`config.mk`:
```
export PLATFORM = sky130hd
export DESIGN_NAME = keypad_press_hold_classifier
export DESIGN_NICKNAME = d
export VERILOG_FILES = /design/src/hdl/khc_pkg.sv /design/src/hdl/khc_cell.sv /design/src/hdl/khc_eval.sv /design/src/hdl/keypad_press_hold_classifier.sv
export SDC_FILE = /design/constraint.sdc
export NUM_CORES = 1
export LEC_CHECK = 0
export BUFFER_PORTS_ARGS = -buffer_cell sky130_fd_sc_hd__buf_2
export CORE_MARGIN = 3
export CORE_UTILIZATION = 60
export DETAILED_ROUTE_END_ITERATION = 12
export GPL_TIMING_DRIVEN = 0
export PLACE_DENSITY = 0.88
export RECOVER_POWER = 50
export SLEW_MARGIN = 25
export SYNTH_ARGS = -nofsm -noshare
export SYNTH_HDL_FRONTEND = slang
export SYNTH_HIERARCHICAL = 1
export SYNTH_SLANG_ARGS = --single-unit
```
`constraint.sdc`:
```
create_clock -name clk -period 18.9 [get_ports clk]
set_input_delay 2.835 -clock clk [delete_from_list [all_inputs] [get_ports clk]]
set_output_delay 2.835 -clock clk [all_outputs]
set_load 0.005 [all_outputs]
```
`src/hdl/khc_pkg.sv`:
```
package khc_pkg;

  localparam int unsigned NUM_KEYS   = 16;
  localparam int unsigned KEY_W      = 4;
  localparam int unsigned STAMP_W    = 32;
  localparam int unsigned HOLD_W     = 16;
  localparam logic [HOLD_W-1:0] HOLD_RESET = 16'd800;
  localparam logic [KEY_W-1:0]  KEY_LAST   = 4'd15;

  // Key phase codes; code 3 is unused and leaves a key untouched
  localparam logic [1:0] PH_RELEASED = 2'd0;
  localparam logic [1:0] PH_PRESSED  = 2'd1;
  localparam logic [1:0] PH_HELD     = 2'd2;

  // Event kinds
  localparam logic EV_PRESS = 1'b0;
  localparam logic EV_HOLD  = 1'b1;

  // Physical key index to logical key id (label digit) through the 4x4 remap
  localparam logic [KEY_W-1:0] LOGICAL_OF_PHYS [NUM_KEYS] = '{
    4'd12, 4'd8,  4'd4, 4'd0,
    4'd13, 4'd9,  4'd5, 4'd1,
    4'd14, 4'd10, 4'd6, 4'd2,
    4'd15, 4'd11, 4'd7, 4'd3
  };

  typedef struct packed {
    logic [1:0]         phase;
    logic [STAMP_W-1:0] stamp;
  } key_state_t;

  typedef struct packed {
    key_state_t upd;
    logic       ev;
    logic       kind;
  } key_eval_t;

  typedef enum logic [1:0] {
    ST_IDLE,
    ST_SCAN,
    ST_FLUSH
  } seq_state_t;

endpackage

```
`src/hdl/khc_cell.sv`:
```
// One slot of the key state ring; passes its contents on every step
module khc_cell (
  input  logic                clk,
  input  logic                rst,
  input  logic                shift,
  input  khc_pkg::key_state_t din,
  output khc_pkg::key_state_t dout
);
  import khc_pkg::*;

  key_state_t slot;

  always_ff @(posedge clk) begin
    if (rst) begin
      slot <= '0;
    end else if (shift) begin
      slot <= din;
    end
  end

  assign dout = slot;

endmodule

```
`src/hdl/khc_eval.sv`:
```
// Per-key phase update for the key at the head of the ring
module khc_eval (
  input  logic                              cur_pressed,
  input  logic [khc_pkg::STAMP_W-1:0]       now,
  input  logic [khc_pkg::HOLD_W-1:0]        hold,
  input  khc_pkg::key_state_t               cur,
  output khc_pkg::key_eval_t                res
);
  import khc_pkg::*;

  logic [STAMP_W-1:0] elapsed;
  logic               hold_hit;

  // Elapsed time wraps modulo 2^32
  assign elapsed  = now - cur.stamp;
  assign hold_hit = elapsed >= {{(STAMP_W-HOLD_W){1'b0}}, hold};

  always_comb begin
    res.upd  = cur;
    res.ev   = 1'b0;
    res.kind = EV_PRESS;
    case (cur.phase)
      PH_RELEASED: begin
        if (cur_pressed) begin
          res.upd.phase = PH_PRESSED;
          res.upd.stamp = now;
        end
      end
      PH_PRESSED: begin
        if (cur_pressed) begin
          if (hold_hit) begin
            res.upd.phase = PH_HELD;
            res.upd.stamp = now;
            res.ev        = 1'b1;
            res.kind      = EV_HOLD;
          end
        end else begin
          res.upd.phase = PH_RELEASED;
          res.upd.stamp = now;
          res.ev        = 1'b1;
          res.kind      = EV_PRESS;
        end
      end
      PH_HELD: begin
        if (!cur_pressed) begin
          res.upd.phase = PH_RELEASED;
          res.upd.stamp = now;
        end
      end
      default: ;
    endcase
  end

endmodule

```
`src/hdl/keypad_press_hold_classifier.sv`:
```
// A poll is scanned one key per cycle, the walk pausing while an event waits on
// a stalled output, then a flush state sends its last event; a new poll is
// accepted only after that. The single rotating ring of 16 key cells with one
// update unit sets this pace.
// Reset (rst, synchronous): all keys released with zero stamps, hold 800 ms,
// output empty, input ready.
module keypad_press_hold_classifier (
  input  logic        clk,
  input  logic        rst,
  // poll beat
  input  logic        s_tvalid,
  output logic        s_tready,
  input  logic [47:0] s_tdata,   // [15:0] pressed_bits, [47:16] time_now_ms
  // event beat
  output logic        m_tvalid,
  input  logic        m_tready,
  output logic [7:0]  m_tdata,   // [3:0] key_id, [7:4] zero
  output logic [0:0]  m_tuser,   // [0] event_kind
  output logic        m_tlast,   // last_event
  // hold duration register
  input  logic        cfg_valid,
  output logic        cfg_ready,
  input  logic [15:0] cfg_data
);
  import khc_pkg::*;

  seq_state_t state, state_next;

  logic [KEY_W-1:0]    step;
  logic [NUM_KEYS-1:0] bits_sr;
  logic [STAMP_W-1:0]  now_r;
  logic [HOLD_W-1:0]   hold_r;

  logic                pend_valid;
  logic [KEY_W-1:0]    pend_key;
  logic                pend_kind;

  logic [KEY_W-1:0]    out_key;
  logic                out_kind;
  logic                out_last;

  logic out_free, advance, push_mid, push_last, in_beat;

  key_state_t ring [NUM_KEYS];
  key_eval_t  head_eval;

  // Ring of key cells; the head is the key being visited
  genvar gi;
  generate
    for (gi = 0; gi < NUM_KEYS; gi++) begin : g_cell
      if (gi == NUM_KEYS - 1) begin : g_tail
        khc_cell u_cell (
          .clk  (clk),
          .rst  (rst),
          .shift(advance),
          .din  (head_eval.upd),
          .dout (ring[gi])
        );
      end else begin : g_body
        khc_cell u_cell (
          .clk  (clk),
          .rst  (rst),
          .shift(advance),
          .din  (ring[gi+1]),
          .dout (ring[gi])
        );
      end
    end
  endgenerate

  khc_eval u_eval (
    .cur_pressed(bits_sr[0]),
    .now        (now_r),
    .hold       (hold_r),
    .cur        (ring[0]),
    .res        (head_eval)
  );

  // Handshake and step control
  always_comb begin
    s_tready  = (state == ST_IDLE);
    cfg_ready = 1'b1;
    in_beat   = s_tvalid && s_tready;
    out_free  = !m_tvalid || m_tready;
    advance   = (state == ST_SCAN) && (!head_eval.ev || !pend_valid || out_free);
    push_mid  = advance && head_eval.ev && pend_valid;
    push_last = (state == ST_FLUSH) && pend_valid && out_free;
  end

  // Next state
  always_comb begin
    state_next = state;
    unique case (state)
      ST_IDLE:  if (s_tvalid) state_next = ST_SCAN;
      ST_SCAN:  if (advance && step == KEY_LAST) state_next = ST_FLUSH;
      ST_FLUSH: if (!pend_valid || out_free) state_next = ST_IDLE;
      default:  state_next = ST_IDLE;
    endcase
  end

  always_ff @(posedge clk) begin
    if (rst) begin
      state <= ST_IDLE;
    end else begin
      state <= state_next;
    end
  end

  // Configuration
  always_ff @(posedge clk) begin
    if (rst) begin
      hold_r <= HOLD_RESET;
    end else if (cfg_valid && cfg_ready) begin
      hold_r <= cfg_data;
    end
  end

  // Poll capture and key walk
  always_ff @(posedge clk) begin
    if (rst) begin
      step <= '0;
    end else if (in_beat) begin
      step    <= '0;
      bits_sr <= s_tdata[15:0];
      now_r   <= s_tdata[47:16];
    end else if (advance) begin
      step    <= step + 1'b1;
      bits_sr <= bits_sr >> 1;
    end
  end

  // Pending event; held back until it is known whether it is the last
  always_ff @(posedge clk) begin
    if (rst) begin
      pend_valid <= 1'b0;
    end else if (advance && head_eval.ev) begin
      pend_valid <= 1'b1;
      pend_key   <= LOGICAL_OF_PHYS[step];
      pend_kind  <= head_eval.kind;
    end else if (push_last) begin
      pend_valid <= 1'b0;
    end
  end

  // Output register
  always_ff @(posedge clk) begin
    if (rst) begin
      m_tvalid <= 1'b0;
    end else if (push_mid || push_last) begin
      m_tvalid <= 1'b1;
      out_key  <= pend_key;
      out_kind <= pend_kind;
      out_last <= push_last;
    end else if (m_tready) begin
      m_tvalid <= 1'b0;
    end
  end

  assign m_tdata = {4'b0000, out_key};
  assign m_tuser = out_kind;
  assign m_tlast = out_last;

endmodule

```
# After elaboration in Yosys (flattened, before gate mapping)
# Memory sizes are Yosys's and may differ from the RTL's. A register that Yosys moved wholly into a read port is not among the register bits.
# Cells that the tools add are included.
dict set report totals {
  n_memories 1
  inputBits 69
  mem_bits_ro 64
  ff_bits 623
}
# name depth word_bits read_ports rd_ports_with_merged_regs wr line_no
set memory_table {}
lappend memory_table {{(name not given)} 16 4 1 1 0 keypad_press_hold_classifier.sv:138} ;# pend_key <= LOGICAL_OF_PHYS[step];
dict set report classes {
  n_reduce_logical 27
  n_lt_le_gt_ge 1
  add_sub_neg 2
  mux 16
  n_eq_ne 8
  bitwise_logic 2
}
# cell n
set ops {}
lappend ops {{$pmux 34 s3} 1}
lappend ops {{$mux 36} 2}
lappend ops {{$mux 34} 2}
lappend ops {{$ge 32x16->1} 1}
lappend ops {{$mux 16} 2}
lappend ops {{$sub 32x32->32} 1}
lappend ops {{$reduce_and 2->1} 5}
lappend ops {{$mux 2} 4}
lappend ops {{$logic_and 1x1->1} 7}
lappend ops {{$pmux 2 s3} 1}
lappend ops {{$reduce_bool 2->1} 3}
lappend ops {{$logic_or 1x1->1} 5}
lappend ops {{$not 4->5} 1}
lappend ops {{$add 4x1->4 const B} 1}
lappend ops {{$eq 2x1->1 const B} 2}
lappend ops {{$eq 2x2->1 const B} 2}
lappend ops {{$eq 4x4->1 const B} 1}
lappend ops {{$logic_not 2->1} 2}
lappend ops {{$mux 1} 4}
lappend ops {{$ne 2x1->1 const B} 2}
lappend ops {{$logic_not 1->1} 3}
lappend ops {{$reduce_and 3->1} 1}
lappend ops {{$ne 2x2->1 const B} 1}
lappend ops {{$reduce_or 2->1} 1}
lappend ops {{$not 1->1} 1}

# Logic depth before layout (Yosys ltp)
dict set report depth {
  depth_word 13
  depth_mapped 25
}

# By module
# Netlist, hierarchy kept.
# module instances area_per_inst_um2 cells_each
set by_module_without_submodules {}
lappend by_module_without_submodules {khc_cell 16 1238.7 110}
lappend by_module_without_submodules {khc_eval 1 4481.8 727}
lappend by_module_without_submodules {keypad_press_hold_classifier 1 3066.7 226}

# Worst setup path after synthesis
# OpenSTA, ideal clock, no wires.
dict set report synth_path {
  path_kind {register to register}
  start {register now_r[2]}
  end {register bits_sr[0] (enable)}
  stages_incl_launch_ff 21
  setup_ps 373
  arrival_time_ps 5921
  slack_ps 12606
  required_ps 18527
  cell_sequence {edfxtp_1 > ha_1 > o21ai_0 > a21oi_1 > a41o_1 > a211oi_1 > o21bai_1 > xor2_1 > ha_1 > a211oi_1 > o2bb2ai_1 > a311oi_1 > nand4_1 > nor4_1 > nand4_1 > nor4_4 > and2_1 > a211oi_1 > and4b_4 > nor2_1 > o21a_1}
}
# element line_no
set synth_rtl {}
lappend synth_rtl {{start: declaration} keypad_press_hold_classifier.sv:31} ;# logic [STAMP_W-1:0] now_r;
lappend synth_rtl {{start signal: assignment} keypad_press_hold_classifier.sv:125} ;# now_r <= s_tdata[47:16];
lappend synth_rtl {{end signal: assignment} keypad_press_hold_classifier.sv:124} ;# bits_sr <= s_tdata[15:0];
lappend synth_rtl {{end signal: assignment} keypad_press_hold_classifier.sv:128} ;# bits_sr <= bits_sr >> 1;
lappend synth_rtl {{end: declaration} keypad_press_hold_classifier.sv:30} ;# logic [NUM_KEYS-1:0] bits_sr;

==> summary.txt <==
run status: complete, but fails checks
violated checks: capacitance limit, slew limit
Worst slew margin: -0.540
Layout Utilization: 0.669
Total GRT Usage: 0.270
Die Y: 220 µm
DP HPWL: 48.7 mm
final worst path period need: 9810 ps
ANT cells: 0
CP max stage delay: 1800 ps
core area: 0.0446 mm²
Remaining DRCs: 0
final layout net count: 2972
Hold Vio Cnt, Final: 0
element type at the critical path end: flip-flop
Non-Filler Instances: 3493
Post-Syn Area per Cell: 10.1 µm²
NetSw: 0.650 mW
Hold WC Path Type: reg2reg
FF+latch count, synth: 627
setup violators final: 0
number of distinct library cells after synthesis: 70
cts hold-fix bufs: 0
Syn Inst Count: 2713
WL per Instance: 18.9 µm
initial antenna violation count: 0
r2r startpoint: now_r[2]
Final Max Slew Viols: 11
chip width: 220 µm
crit path capture: g_cell[4].g_body.u_cell/dout[6]
CP arrival: 10300 ps
Crit path max-delay family: simple AND/OR/NAND/NOR gates
main flop type after synthesis: dfxtp_1
largest net degree at the start of global routing: 21
Post-Route WL: 66.1 mm
RSZ-0062 raised after global routing: no
commonest non-fill, non-tap cell in the layout: nor2_1
crit path max fanout: 19
commonest cells after routing, fill and taps aside: nor2_1, dfxtp_1, mux2i_1
Comb pwr share: 0.077
Initial Utilization: 0.614
Setup Buffers After CTS: 0
Final period util: 0.519
Slew @ Worst Pin: 2290 ps
Std-Cell Rows: 77
clock share of power: 0.435
f_max: 0.102 GHz
Max clock buf depth: 3
Port Buffers: 75
Leak: 12.1 nW
R2R cell count: 23
clock sinks: 627
switch share: 0.232
CP max stage cell: nor4_1
Int Pwr: 2.15 mW
CP startpoint kind: flip-flop
largest area contributor in the netlist: dfxtp_1
die area: 0.0482 mm²
post-detailed-route via-to-cell ratio: 5.79
worst path bufs/invs: 2
PwrDens: 93.8 mW/mm²
number of iterations in the first detailed-routing pass: 6
FF-to-FF End: g_cell[4].g_body.u_cell/dout[6]
CTS tree: yes
maximum vdd drop: 0.0913 mV
number of buffers created by CTS: 60
Congestion Overflow GR: 0
fraction of layout cells with a size suffix above 1: 0.0882
share of the synthesized area in the top cell type: 0.415
r2r setup slk: 9090 ps
global placer's final weighted congestion: 0.964
Setup TNS: 0 ps
top post-synthesis cells by area: dfxtp_1, mux2i_1, nor2_1
max cap viols: 1
register area share after synthesis: 0.480
H-tree levels: 2
DRT iter0 DRCs: 1668
Clock Latency Late Sink: 620 ps
first-pass GRT wire length: 105 mm
CP Cell Sequence: ha_1, o21ai_0, a21oi_1, a41o_1, a211oi_1, o21bai_1, xor2_1, ha_1, a211oi_1, o2bb2ai_1, a311oi_1, nand4_1, nor4_1, nand4_1, nor4_1, and2_0, a211oi_1, and4b_1, nor2_1, clkbuf_1, clkbuf_1, mux2i_1, nor2_1
via count: 20200
most used cell, CP: a211oi_1
sequential power share: 0.489
Pwr Total: 2.80 mW
clock skew: 17.6 ps
post-route ant nets: 0
clock slew at reported path FFs: 60 ps
WP depth: 23
number of global-route vias before repair: 20300
CTS Root Cell: clkbuf_16
placed cells: 3384
post-CTS sizing: 0
Ports: 82
number of synthesized flops with an enable pin: 59
CP startpoint: now_r[2]
share of flip-flops with an asynchronous set or reset: 0
Critical Path RT: 19390 ps
synthesized area: 0.0274 mm²
Yosys warning total: 6
synthesis-to-layout area growth: 8.96%
Setup CP Type: reg2reg
[metal layers]
layer / vias up / global-route usage / wire, µm
li1: 9647 / - / -
met1: 9747 / 0.347 / 28300
met2: 670 / 0.460 / 31700
met3: 150 / 0.0421 / 4070
met4: 0 / 0.100 / 2090
met5: - / 0 / 0
[sequential cells by signal, indices dropped and copies added, names as in the netlist]
register                   count
hold_r                        16
pend_valid                     1
m_tvalid                       1
out_key                        4
now_r                         32
m_tuser                        1
m_tlast                        1
g_cell.g_body.u_cell/dout    510
pend_kind                      1
pend_key                       4
step                           4
state                          2
bits_sr                       16
g_cell.g_tail.u_cell/dout     34
[stage by stage]
| step | hold slack (ps) | area (µm²) | worst slack (ps) |
|---|---|---|---|
| finish | 430 | 29800 | 9090 |
| global route | 445 | 29800 | 8550 |
| CTS | 431 | 30600 | 11670 |
| detailed placement | 414 | 28500 | 11750 |
| global placement | 421 | 28500 | 10680 |
| floorplan | 400 | 27400 | 12610 |
[kinds of logic after synthesis]
kind of cell / count (synthesis) / synth area share
AOI/OAI and AO/OA: 266 / 0.0619
muxes: 565 / 0.207
other: 2 / 0.000274
adders and majority gates: 49 / 0.0227
buffers and inverters: 264 / 0.0744
and+or+nand+nor: 919 / 0.147
DFF: 627 / 0.480
xor gates and xnor gates: 21 / 0.00672
[Yosys cell counts (all sizes together) (6+ instances only)]
cell / n
nor2b: 8
and3: 9
inv: 58
a31oi: 33
a21oi: 74
xnor2: 9
or3b: 30
a211oi: 12
edfxtp: 59
nand3: 56
buf: 152
and2: 6
nand2: 112
ha: 48
dfxtp: 568
xor2: 12
o211ai: 38
nand2b: 9
mux2i: 564
o21ai: 59
nor3: 35
nand4: 41
clkbuf: 54
a21o: 13
nor2: 588
[area by class of cell]
cell class                      count  area (µm²)
Sequential cell                   627       13100
Clock buffer                       87        1850
Timing Repair Buffer               76         360
Multi-Input combinational cell   1825       12200
Inverter                           58         218
Tap cell                          592         741
Buffer                            206        1140
Clock inverter                     22         198
Fill cell                        3369       14800
[worst min path at each step]
stage | from | end | slack [ps] | depth (start not counted)
global route | pend_key[3] | out_key[3] | 440 | 0
global placement | pend_kind | m_tuser | 420 | 0
detailed placement | pend_key[3] | out_key[3] | 410 | 0
floorplan | pend_kind | m_tuser | 400 | 0
finish | pend_key[3] | out_key[3] | 430 | 0
CTS | pend_key[3] | out_key[3] | 430 | 0
[power by group through the flow]
stage	Clock, mW	Sequential (mW)	Combinational, mW
after floorplan	0	1.39	0.179
after global placement	0	1.40	0.223
after detailed placement	0	1.40	0.231
after CTS	1.24	1.37	0.234
after global routing	1.29	1.37	0.230
final	1.22	1.37	0.214
Note: power is estimated with default switching activity, not from simulation.
